File: src/lseg_pkg.sv
`timescale 1ns / 1ps
// ----------------------------------------------------------------------------
// lseg_pkg
// Shared types and constants of the LED strip effect generator.
// ----------------------------------------------------------------------------
package lseg_pkg;

	localparam int MAX_PIXELS_DEF  = 64;
	localparam int QUEUE_DEPTH_DEF = 2;

	// Effect mode codes
	localparam logic [1:0] MODE_SOLID = 2'd0;
	localparam logic [1:0] MODE_SCAN  = 2'd1;
	localparam logic [1:0] MODE_BLINK = 2'd2;
	localparam logic [1:0] MODE_RSVD  = 2'd3;

	// Configuration register indexes
	typedef enum logic [1:0] {
		CFG_EFFECT_MODE    = 2'd0,
		CFG_MAIN_COLOR     = 2'd1,
		CFG_FRAME_INTERVAL = 2'd2,
		CFG_PIXEL_COUNT    = 2'd3
	} cfg_index_t;

	localparam int CNT_W = 7;   // strip length 1..64 plus headroom
	localparam int IDX_W = 6;   // pixel_index field width

	localparam logic [16:0] ELAPSED_MAX  = 17'h1FFFF;
	localparam logic [6:0]  SCAN_STEPS   = 7'd70;
	localparam logic [7:0]  SCAN_PERIOD  = 8'd140;
	localparam logic [7:0]  BLINK_PERIOD = 8'd100;
	localparam logic [7:0]  BLINK_HALF   = 8'd50;
	localparam logic [12:0] FALLOFF      = 13'd500;
	// floor(u / 125) == (u * RECIP) >> RECIP_SHIFT for u < 59074
	localparam logic [15:0] RECIP        = 16'd33555;
	localparam int          RECIP_SHIFT  = 22;

	localparam logic [23:0] COLOR_RESET    = 24'hFFFF00;
	localparam logic [15:0] INTERVAL_RESET = 16'd20;
	localparam logic [6:0]  COUNT_RESET    = 7'd64;

	// Side effects of a configuration write on the timing state
	typedef struct packed {
		logic clear_counter;
		logic set_refresh;
	} cfg_evt_t;

	// One frame request from the front to the back
	typedef struct packed {
		logic       scan;     // scanner falloff shape
		logic       lit;      // flat frame shows main_color, else black
		logic [6:0] step;     // scanner head position 0..70
	} job_t;

endpackage

File: src/lseg_front.sv
`timescale 1ns / 1ps
// ----------------------------------------------------------------------------
// lseg_front
// Tick timing, refresh tracking and effect counter; issues frame requests.
// ----------------------------------------------------------------------------
module lseg_front (
	input  logic              clk,
	input  logic              arst_n,
	input  logic              tick_valid,
	output logic              tick_ready,
	input  logic              tick,
	input  logic [1:0]        mode,
	input  logic [15:0]       interval,
	input  lseg_pkg::cfg_evt_t cfg_evt,
	input  logic              queue_full,
	output logic              push,
	output lseg_pkg::job_t    job
);
	import lseg_pkg::*;

	logic [16:0] elapsed_q;
	logic [7:0]  counter_q;
	logic        refresh_q;

	logic        take;
	logic [16:0] el_inc;
	logic        fire;
	logic        pend;
	logic [7:0]  cnt_scan;
	logic [7:0]  cnt_blink;
	logic [7:0]  cnt_next;

	assign tick_ready = !queue_full;
	assign take       = tick_valid && tick_ready && tick;

	always_comb begin
		el_inc    = (elapsed_q == ELAPSED_MAX) ? elapsed_q : elapsed_q + 17'd1;
		fire      = (mode != MODE_SOLID) && (el_inc > {1'b0, interval});
		pend      = refresh_q || fire;
		cnt_scan  = (counter_q >= SCAN_PERIOD) ? counter_q - SCAN_PERIOD : counter_q;
		if (counter_q >= 8'd200) begin
			cnt_blink = counter_q - 8'd200;
		end else if (counter_q >= BLINK_PERIOD) begin
			cnt_blink = counter_q - BLINK_PERIOD;
		end else begin
			cnt_blink = counter_q;
		end
		job      = '0;
		cnt_next = counter_q;
		case (mode)
			MODE_SOLID: begin
				job.lit = 1'b1;
			end
			MODE_SCAN: begin
				job.scan = 1'b1;
				job.step = (cnt_scan > {1'b0, SCAN_STEPS}) ? 7'(SCAN_PERIOD - cnt_scan)
				                                             : cnt_scan[6:0];
				cnt_next = cnt_scan + 8'd1;
			end
			MODE_BLINK: begin
				job.lit  = (cnt_blink > BLINK_HALF);
				cnt_next = cnt_blink + 8'd1;
			end
			default: begin
				job = '0;
			end
		endcase
		push = take && pend && (mode != MODE_RSVD);
	end

	always_ff @(posedge clk or negedge arst_n) begin
		if (!arst_n) begin
			elapsed_q <= '0;
			counter_q <= '0;
			refresh_q <= 1'b1;
		end else begin
			if (take) begin
				elapsed_q <= fire ? 17'd0 : el_inc;
				if (pend) begin
					refresh_q <= 1'b0;
					counter_q <= cnt_next;
				end
			end
			if (cfg_evt.clear_counter) begin
				counter_q <= '0;
			end
			if (cfg_evt.set_refresh) begin
				refresh_q <= 1'b1;
			end
		end
	end

endmodule

File: src/lseg_queue.sv
`timescale 1ns / 1ps
// ----------------------------------------------------------------------------
// lseg_queue
// Small FIFO of frame requests between front and back.
// ----------------------------------------------------------------------------
module lseg_queue #(
	parameter int DEPTH = lseg_pkg::QUEUE_DEPTH_DEF
) (
	input  logic           clk,
	input  logic           arst_n,
	input  logic           push,
	input  lseg_pkg::job_t wr_job,
	output logic           full,
	input  logic           pop,
	output logic           not_empty,
	output lseg_pkg::job_t rd_job
);
	import lseg_pkg::*;

	localparam int PW = (DEPTH > 1) ? $clog2(DEPTH) : 1;
	localparam int CW = $clog2(DEPTH + 1);

	job_t          mem_q [DEPTH];
	logic [PW-1:0] wr_ptr_q;
	logic [PW-1:0] rd_ptr_q;
	logic [CW-1:0] fill_q;

	assign full      = (fill_q == CW'(DEPTH));
	assign not_empty = (fill_q != '0);
	assign rd_job    = mem_q[rd_ptr_q];

	always_ff @(posedge clk) begin
		if (push) begin
			mem_q[wr_ptr_q] <= wr_job;
		end
	end

	always_ff @(posedge clk or negedge arst_n) begin
		if (!arst_n) begin
			wr_ptr_q <= '0;
			rd_ptr_q <= '0;
			fill_q   <= '0;
		end else begin
			if (push) begin
				wr_ptr_q <= (wr_ptr_q == PW'(DEPTH - 1)) ? '0 : wr_ptr_q + PW'(1);
			end
			if (pop) begin
				rd_ptr_q <= (rd_ptr_q == PW'(DEPTH - 1)) ? '0 : rd_ptr_q + PW'(1);
			end
			if (push && !pop) begin
				fill_q <= fill_q + CW'(1);
			end else if (pop && !push) begin
				fill_q <= fill_q - CW'(1);
			end
		end
	end

`ifndef SYNTHESIS
	a_no_overflow: assert property (@(posedge clk) disable iff (!arst_n) push |-> !full)
		else $error("request pushed into full queue");
	a_no_underflow: assert property (@(posedge clk) disable iff (!arst_n) pop |-> not_empty)
		else $error("request popped from empty queue");
`endif

endmodule

File: src/lseg_back.sv
`timescale 1ns / 1ps
// ----------------------------------------------------------------------------
// lseg_back
// Frame renderer: per-frame position setup, pixel pipeline, output register.
// ----------------------------------------------------------------------------
module lseg_back (
	input  logic                        clk,
	input  logic                        arst_n,
	input  logic                        job_valid,
	input  lseg_pkg::job_t              job,
	output logic                        pop,
	input  logic [lseg_pkg::CNT_W-1:0]  n,
	input  logic [23:0]                 color,
	output logic                        out_valid,
	input  logic                        out_ready,
	output logic [lseg_pkg::IDX_W-1:0]  out_index,
	output logic [23:0]                 out_rgb,
	output logic                        out_last
);
	import lseg_pkg::*;

	typedef enum logic [2:0] {
		ST_IDLE = 3'b001,
		ST_DIV  = 3'b010,
		ST_RUN  = 3'b100
	} state_t;

	state_t         state_q;
	job_t           job_q;
	logic [2:0]     div_cnt_q;
	logic [6:0]     rem_q;
	logic [6:0]     quo_q;
	logic [6:0]     x_q;
	logic [6:0]     acc_q;
	logic [IDX_W-1:0] idx_q;

	logic           en;
	logic           issue;
	logic           last_px;
	logic [7:0]     trial;
	logic           ge;
	logic [6:0]     acc_sum;
	logic           wrap;

	// pipeline stages
	logic             v_s1, v_s2, v_s3, v_s4, v_s5;
	logic [IDX_W-1:0] idx_s1, idx_s2, idx_s3, idx_s4, idx_s5;
	logic             last_s1, last_s2, last_s3, last_s4, last_s5;
	logic             scan_s1, scan_s2, scan_s3, scan_s4, scan_s5;
	logic             lit_s1, lit_s2, lit_s3, lit_s4, lit_s5;
	logic [6:0]       x_s1, step_s1;
	logic [12:0]      dd_s2;
	logic [8:0]       w_s3;
	logic [16:0]      p_s4 [3];
	logic [7:0]       c_s5 [3];

	logic [6:0]  d;
	logic [13:0] dd;
	logic [16:0] prod [3];
	logic [30:0] scl  [3];
	logic [7:0]  chan [3];
	logic [23:0] sel_rgb;
	logic        out_valid_q;

	assign en        = !out_valid_q || out_ready;
	assign pop       = (state_q == ST_IDLE) && job_valid;
	assign issue     = (state_q == ST_RUN) && en;
	assign last_px   = ({1'b0, idx_q} + 7'd1) == n;
	assign trial     = {rem_q, SCAN_STEPS[div_cnt_q]};
	assign ge        = trial >= {1'b0, n};
	assign acc_sum   = acc_q + rem_q;
	assign wrap      = acc_sum >= n;
	assign out_valid = out_valid_q;

	always_comb begin
		d  = (x_s1 >= step_s1) ? x_s1 - step_s1 : step_s1 - x_s1;
		dd = d * d;
		chan[0] = color[23:16];
		chan[1] = color[15:8];
		chan[2] = color[7:0];
		for (int k = 0; k < 3; k++) begin
			prod[k] = chan[k] * w_s3;
			scl[k]  = p_s4[k][16:2] * RECIP;
		end
		if (scan_s5) begin
			sel_rgb = {c_s5[0], c_s5[1], c_s5[2]};
		end else if (lit_s5) begin
			sel_rgb = color;
		end else begin
			sel_rgb = '0;
		end
	end

	// Sequencer: divide 70 by n once per frame, then step pixel positions
	always_ff @(posedge clk or negedge arst_n) begin
		if (!arst_n) begin
			state_q   <= ST_IDLE;
			div_cnt_q <= '0;
		end else begin
			case (state_q)
				ST_IDLE: begin
					if (pop) begin
						state_q   <= ST_DIV;
						div_cnt_q <= 3'd6;
					end
				end
				ST_DIV: begin
					if (div_cnt_q == 3'd0) begin
						state_q <= ST_RUN;
					end else begin
						div_cnt_q <= div_cnt_q - 3'd1;
					end
				end
				ST_RUN: begin
					if (issue && last_px) begin
						state_q <= ST_IDLE;
					end
				end
				default: begin
					state_q <= ST_IDLE;
				end
			endcase
		end
	end

	always_ff @(posedge clk) begin
		if (pop) begin
			job_q <= job;
			rem_q <= '0;
			quo_q <= '0;
		end
		if (state_q == ST_DIV) begin
			rem_q <= ge ? 7'(trial - {1'b0, n}) : trial[6:0];
			quo_q <= {quo_q[5:0], ge};
			x_q   <= '0;
			acc_q <= '0;
			idx_q <= '0;
		end
		if (issue) begin
			idx_q <= idx_q + IDX_W'(1);
			acc_q <= wrap ? acc_sum - n : acc_sum;
			x_q   <= x_q + quo_q + {6'b0, wrap};
		end
	end

	// Pixel pipeline, advanced as a whole by the output register
	always_ff @(posedge clk or negedge arst_n) begin
		if (!arst_n) begin
			v_s1 <= 1'b0;
			v_s2 <= 1'b0;
			v_s3 <= 1'b0;
			v_s4 <= 1'b0;
			v_s5 <= 1'b0;
			out_valid_q <= 1'b0;
		end else if (en) begin
			v_s1 <= issue;
			v_s2 <= v_s1;
			v_s3 <= v_s2;
			v_s4 <= v_s3;
			v_s5 <= v_s4;
			out_valid_q <= v_s5;
		end
	end

	always_ff @(posedge clk) begin
		if (en) begin
			idx_s1  <= idx_q;
			last_s1 <= last_px;
			scan_s1 <= job_q.scan;
			lit_s1  <= job_q.lit;
			x_s1    <= x_q;
			step_s1 <= job_q.step;

			idx_s2  <= idx_s1;
			last_s2 <= last_s1;
			scan_s2 <= scan_s1;
			lit_s2  <= lit_s1;
			dd_s2   <= dd[12:0];

			idx_s3  <= idx_s2;
			last_s3 <= last_s2;
			scan_s3 <= scan_s2;
			lit_s3  <= lit_s2;
			w_s3    <= (dd_s2 < FALLOFF) ? 9'(FALLOFF - dd_s2) : 9'd0;

			idx_s4  <= idx_s3;
			last_s4 <= last_s3;
			scan_s4 <= scan_s3;
			lit_s4  <= lit_s3;
			for (int k = 0; k < 3; k++) begin
				p_s4[k] <= prod[k];
			end

			idx_s5  <= idx_s4;
			last_s5 <= last_s4;
			scan_s5 <= scan_s4;
			lit_s5  <= lit_s4;
			for (int k = 0; k < 3; k++) begin
				c_s5[k] <= scl[k][RECIP_SHIFT+7:RECIP_SHIFT];
			end

			out_index <= idx_s5;
			out_last  <= last_s5;
			out_rgb   <= sel_rgb;
		end
	end

`ifndef SYNTHESIS
	a_pop_divides: assert property (@(posedge clk) disable iff (!arst_n)
		pop |=> state_q == ST_DIV)
		else $error("frame request taken without starting setup");
	a_div_to_run: assert property (@(posedge clk) disable iff (!arst_n)
		(state_q == ST_DIV && div_cnt_q == 3'd0) |=> state_q == ST_RUN)
		else $error("setup finished without starting pixel issue");
	a_stall_holds: assert property (@(posedge clk) disable iff (!arst_n)
		(out_valid_q && !out_ready) |=> (v_s5 == $past(v_s5)))
		else $error("pipeline advanced while output stalled");
`endif

endmodule

File: src/led_strip_effect_generator_core.sv
`timescale 1ns / 1ps
// ----------------------------------------------------------------------------
// led_strip_effect_generator_core
// Solid, scanner and blink effects for an LED strip, one pixel per request.
// ----------------------------------------------------------------------------
// Each slave request carries one millisecond tick. The front takes one tick
// request per cycle whenever the frame request queue has room, keeps the
// frame timer and effect counter, and queues a frame when one is due. The
// back takes a queued frame, runs a bit-serial divider that sets up the
// pixel spacing 70/N, then issues one pixel per cycle while the master side
// does not stall into a six-stage pipeline (distance, square, falloff,
// channel product, reciprocal scale, output register). A stall on the
// master side holds the whole pixel pipeline; the front keeps taking ticks
// until the queue of frame requests is full.
// ----------------------------------------------------------------------------
module led_strip_effect_generator_core #(
	parameter int MAX_PIXELS  = lseg_pkg::MAX_PIXELS_DEF,
	parameter int QUEUE_DEPTH = lseg_pkg::QUEUE_DEPTH_DEF
) (
	input  logic        clk,
	input  logic        arst_n,
	// tick input: bit 0 tick
	input  logic        s_tvalid,
	output logic        s_tready,
	input  logic [7:0]  s_tdata,
	// pixel output: [5:0] pixel_index, [13:6] red, [21:14] green,
	// [29:22] blue, [31:30] zero
	output logic        m_tvalid,
	input  logic        m_tready,
	output logic [31:0] m_tdata,
	output logic        m_tlast,   // frame_last
	// configuration writes
	input  logic        cfg_we,
	input  logic [1:0]  cfg_index,
	input  logic [23:0] cfg_wdata
);
	import lseg_pkg::*;

	// Configuration registers
	logic [1:0]  mode_q;
	logic [23:0] color_q;
	logic [15:0] interval_q;
	logic [6:0]  count_q;

	logic [CNT_W-1:0] n_eff;
	cfg_evt_t         cfg_evt;
	logic             push;
	logic             full;
	logic             pop;
	logic             job_valid;
	job_t             wr_job;
	job_t             rd_job;
	logic [IDX_W-1:0] px_index;
	logic [23:0]      px_rgb;

	always_ff @(posedge clk or negedge arst_n) begin
		if (!arst_n) begin
			mode_q     <= MODE_SOLID;
			color_q    <= COLOR_RESET;
			interval_q <= INTERVAL_RESET;
			count_q    <= COUNT_RESET;
		end else if (cfg_we) begin
			case (cfg_index_t'(cfg_index))
				CFG_EFFECT_MODE:    mode_q     <= cfg_wdata[1:0];
				CFG_MAIN_COLOR:     color_q    <= cfg_wdata;
				CFG_FRAME_INTERVAL: interval_q <= cfg_wdata[15:0];
				CFG_PIXEL_COUNT:    count_q    <= cfg_wdata[6:0];
				default: begin
				end
			endcase
		end
	end

	// A mode write clears the effect counter; solid mode or a new colour
	// needs a redraw on the next tick.
	always_comb begin
		cfg_evt.clear_counter = cfg_we && (cfg_index_t'(cfg_index) == CFG_EFFECT_MODE);
		cfg_evt.set_refresh   = cfg_we &&
			((cfg_index_t'(cfg_index) == CFG_MAIN_COLOR) ||
			 ((cfg_index_t'(cfg_index) == CFG_EFFECT_MODE) &&
			  (cfg_wdata[1:0] == MODE_SOLID)));
	end

	// Clamp the strip length: zero counts as one, cap at MAX_PIXELS
	always_comb begin
		if (count_q == '0) begin
			n_eff = CNT_W'(1);
		end else if (count_q > CNT_W'(MAX_PIXELS)) begin
			n_eff = CNT_W'(MAX_PIXELS);
		end else begin
			n_eff = count_q;
		end
	end

	lseg_front u_front (
		.clk        (clk),
		.arst_n     (arst_n),
		.tick_valid (s_tvalid),
		.tick_ready (s_tready),
		.tick       (s_tdata[0]),
		.mode       (mode_q),
		.interval   (interval_q),
		.cfg_evt    (cfg_evt),
		.queue_full (full),
		.push       (push),
		.job        (wr_job)
	);

	lseg_queue #(
		.DEPTH (QUEUE_DEPTH)
	) u_queue (
		.clk       (clk),
		.arst_n    (arst_n),
		.push      (push),
		.wr_job    (wr_job),
		.full      (full),
		.pop       (pop),
		.not_empty (job_valid),
		.rd_job    (rd_job)
	);

	lseg_back u_back (
		.clk       (clk),
		.arst_n    (arst_n),
		.job_valid (job_valid),
		.job       (rd_job),
		.pop       (pop),
		.n         (n_eff),
		.color     (color_q),
		.out_valid (m_tvalid),
		.out_ready (m_tready),
		.out_index (px_index),
		.out_rgb   (px_rgb),
		.out_last  (m_tlast)
	);

	// Pack the pixel: index lowest, then red, green, blue
	assign m_tdata = {2'b00, px_rgb[7:0], px_rgb[15:8], px_rgb[23:16], px_index};

endmodule

File: config.mk
export PLATFORM = sky130hd
export DESIGN_NAME = led_strip_effect_generator_core
export DESIGN_NICKNAME = d
export VERILOG_FILES = /design/src/lseg_pkg.sv /design/src/lseg_front.sv /design/src/lseg_queue.sv /design/src/lseg_back.sv /design/src/led_strip_effect_generator_core.sv
export SDC_FILE = /design/constraint.sdc
export NUM_CORES = 2
export LEC_CHECK = 0
export ABC_CLOCK_PERIOD_IN_PS = 8800
export BUFFER_PORTS_ARGS = -buffer_cell sky130_fd_sc_hd__buf_2
export CAP_MARGIN = 20
export CORE_MARGIN = 5
export CORE_UTILIZATION = 35
export DETAILED_ROUTE_END_ITERATION = 8
export PLACE_DENSITY = 0.47
export SYNTH_ARGS = -nofsm -noshare
export SYNTH_HDL_FRONTEND = slang
export SYNTH_HIERARCHICAL = 1
export SYNTH_SLANG_ARGS = --single-unit
File: constraint.sdc
create_clock -name clk -period 8.8 [get_ports clk]
set_input_delay 0.44 -clock clk [delete_from_list [all_inputs] [get_ports clk]]
set_output_delay 0.44 -clock clk [all_outputs]
set_load 0.05 [all_outputs]
==> summary.txt <==
Status
  • Status: finished, final reports clean

Floorplanning
  • Rows: 110
  • Die area: 0.0961 mm^2
  • Io pins: 74
  • Die X-Extent: 310 um
  • Initial core utilization: 0.351
  • Core ar.: 0.0897 mm^2
  • Die height: 310 um

Setup path
  • Crit path depth: 23
  • Critical path class: reg -> reg
  • Critical path's top delay family: adder cells
  • Worst setup startpoint: u_back/step_s1[4]$_DFFE_PN_
  • CP most frequent cell: inv_1
  • CP endpoint kind: flop
  • Worst Path Arrival: 6790 ps
  • Required time worst endpoint: 9120 ps
  • Worst r2r path cells: 23
  • Max incr delay on CP: 660 ps
  • Crit-path cells: ha_1 -> a21o_1 -> a31o_1 -> a21oi_4 -> mux2_2 -> xnor2_1 -> nor2_1 -> ha_1 -> xnor2_1 -> fa_1 -> inv_1 -> fa_1 -> inv_1 -> fa_1 -> inv_1 -> ha_1 -> inv_1 -> o21ai_0 -> a21oi_1 -> o21ai_0 -> a21o_1 -> a21oi_1 -> xnor2_1
  • Startpoint class of the critical path: flop
  • Crit Reg-Reg Endpoint: u_back/dd_s2[12]$_DFFE_PN_
  • R2R Path Start: u_back/step_s1[4]$_DFFE_PN_
  • CP Max Fanout: 9
  • Buffer and inverter count on the worst path: 4
  • Slowest CP cell: xnor2_1
  • End of the critical path: u_back/dd_s2[12]$_DFFE_PN_
  • Register-to-register path setup slack: 2330 ps

Clock network
  • Post-CTS sizing: 0
  • Root Driver: clkbuf_16
  • Clock insertion delay at the later pin of the skew report: 570 ps
  • Clk sinks: 331
  • Max clock buf depth: 3
  • CTS tree: built
  • H-tree depth: 2
  • CTS clock-pin slew for the worst setup and hold paths: 60 ps
  • Clock buffers created by TritonCTS: 43

Synthesis
  • Top_reg_cell synth: edfxtp_1
  • Avg Cell Area, Syn: 10.5 um^2
  • Yosys reg bits: 331
  • Synth warn: 6
  • Yosys cell types: 88
  • Post-Syn Area: 0.0315 mm^2
  • Cells after Synth: 2989
  • Number of synthesized flops with an enable pin: 240
  • Share of flip-flops with an asynchronous set or reset: 0.275
  • Post-synthesis sequential area ratio: 0.302

GRT
  • Total gr overflow: 0
  • Largest net degree at the start of global routing: 80
  • First-pass GRT wire length: 115000 um
  • Aggregate global-route resource usage: 0.147
  • Vias in the first global route: 22118
  • Initial antenna violation count: 7

Layout
  • Commonest non-fill, non-tap cells in the layout: inv_1, ha_1, fa_1, edfxtp_1, nand2_1
  • Fin nets: 3868
  • Final Non-Filler Cells: 4259
  • Commonest non-fill, non-tap cell in the layout: inv_1
  • Final Util: 0.386
  • Share of cells above drive strength 1: 0.0851
  • Synthesis-to-finish area growth: 9.86%

Drt
  • WL met2: 30800 um
  • Top routing layer in use: met5
  • Routed vias: 20437
  • DR WL met3: 3000 um
  • Routed length per placed instance: 16.1 um
  • M1 wire length: 33500 um
  • DRC violations left: 0
  • ANT nets after route: 0
  • Detailed Routing Iterations Pass 1: 5
  • Drt via density: 4.80
  • Final WL: 68600 um
  • Initial DRC count: 891

Placement
  • Post-DP HPWL: 54200 um
  • PortBufs: 64
  • Routability cong.: 0.840
  • Placed Instances: 4173

Worst hold path
  • HP Class: in -> reg

Timing
  • Fin crit period: 6470 ps
  • Max-slew violations: 0
  • Final Cycle Share: 0.736
  • Final setup fails: 0
  • Final Hold Fails: 0
  • Max Freq: 154 MHz
  • Setup TNS: 0 ps
  • Layout Skew: 16.8 ps
  • RSZ-0062 raised after global routing: no
  • Tightest Pin Transition: 1000 ps
  • Slew margin rel.: 0.332

Job
  • Max Cap Viol: 0
==> cell families after synthesis <==
logic type	after synthesis	synth area share
adders and majority gates	786	0.371
and+or+nand+nor	681	0.107
buffers and inverters	618	0.0756
AOI/OAI and AO/OA	356	0.0735
DFF	331	0.302
xor gates and xnor gates	137	0.0383
muxes	79	0.0324
other	1	0.000119
==> flip-flops by register name (all words and copies together) (netlist names), 8 cells and up <==
| register | cells |
|---|---|
| color_q | 24 |
| interval_q | 16 |
| u_back/c_s5 | 24 |
| u_back/dd_s2 | 12 |
| u_back/job_q | 9 |
| u_back/out_rgb | 24 |
| u_back/p_s4 | 45 |
| u_back/w_s3 | 8 |
| u_front/counter_q | 8 |
| u_front/elapsed_q | 17 |
| u_queue/mem_q | 18 |
==> through the flow <==
step,setup WS [ps],instance area [um^2],hold WS [ps]
final,2330,34600,102
after global routing,1780,34600,67.8
after CTS,2280,34600,55.3
after detailed placement,2290,33100,406
after global placement,2340,33100,404
after floorplan,2090,31500,144
==> repair_timing <==
item                                   4_1_cts  5_1_grt
buffers inserted                             0        0
hold buffers                                 1        0
endpoints found under the hold margin       25        0
==> synth_stat cells (all sizes together) (3+ instances only) <==
master	count	area share
xor2	37	0.010
a21o	50	0.012
o221ai	3	0.00083
mux2i	16	0.0052
or3	8	0.0016
o21a	11	0.0026
xnor2	100	0.028
a211o	6	0.0017
a211oi	18	0.0044
fa	248	0.16
mux2	63	0.027
nor3	29	0.0046
inv	546	0.065
edfxtp	240	0.23
nand3b	6	0.0022
buf	18	0.0040
dfrtp	70	0.056
a21boi	12	0.0029
ha	538	0.21
a2111oi	3	0.0010
nand4	17	0.0036
clkbuf	54	0.0065
a311oi	3	0.00083
and3	29	0.0058
o41ai	3	0.0014
nor3b	5	0.0014
nand2b	23	0.0046
o31ai	11	0.0026
o21ai	93	0.015
o2111ai	3	0.00083
o22ai	4	0.00099
o21bai	10	0.0024
a21oi	93	0.015
a22o	4	0.0011
a41oi	5	0.0014
nor2	143	0.017
a31oi	8	0.0016
nor2b	36	0.0072
nand2	226	0.027
and2	98	0.019
or2	8	0.0016
nand3	32	0.0052
nor4	8	0.0018
dfstp	21	0.018
nand4b	4	0.0013
==> worst min path at each step <==
stage / end / start / slack (ps) / depth (start not counted)
floorplan: color_q[0]$_DFFE_PN0P_ / arst_n / 140 / 0
global placement: u_back/scan_s5$_DFFE_PN_ / u_back/scan_s4$_DFFE_PN_ / 400 / 0
detailed placement: u_back/out_index[3]$_DFFE_PN_ / u_back/idx_s5[3]$_DFFE_PN_ / 410 / 0
CTS: color_q[21]$_DFFE_PN1P_ / cfg_wdata[21] / 60 / 2
global route: color_q[21]$_DFFE_PN1P_ / cfg_wdata[21] / 70 / 2
finish: color_q[22]$_DFFE_PN1P_ / cfg_wdata[22] / 100 / 2
==> layer usage <==
| layer | track usage | vias up |
|---|---|---|
| li1 | - | 10085 |
| met1 | 0.206 | 10002 |
| met2 | 0.239 | 259 |
| met3 | 0.0299 | 89 |
| met4 | 0.0312 | 2 |
| met5 | 0 | - |
==> cell type report <==
cell class	count	area (um^2)
Tap cell	1176	1470
Inverter	546	2060
Antenna cell	6	15.0
Timing Repair Buffer	80	469
Sequential cell	331	9510
Clock inverter	25	282
Multi-Input combinational cell	2041	19600
Fill cell	8885	55100
Clock buffer	54	1190
Power is not shown: default switching activity piles up to over one toggle a cycle in this logic, so the estimate is an artifact.
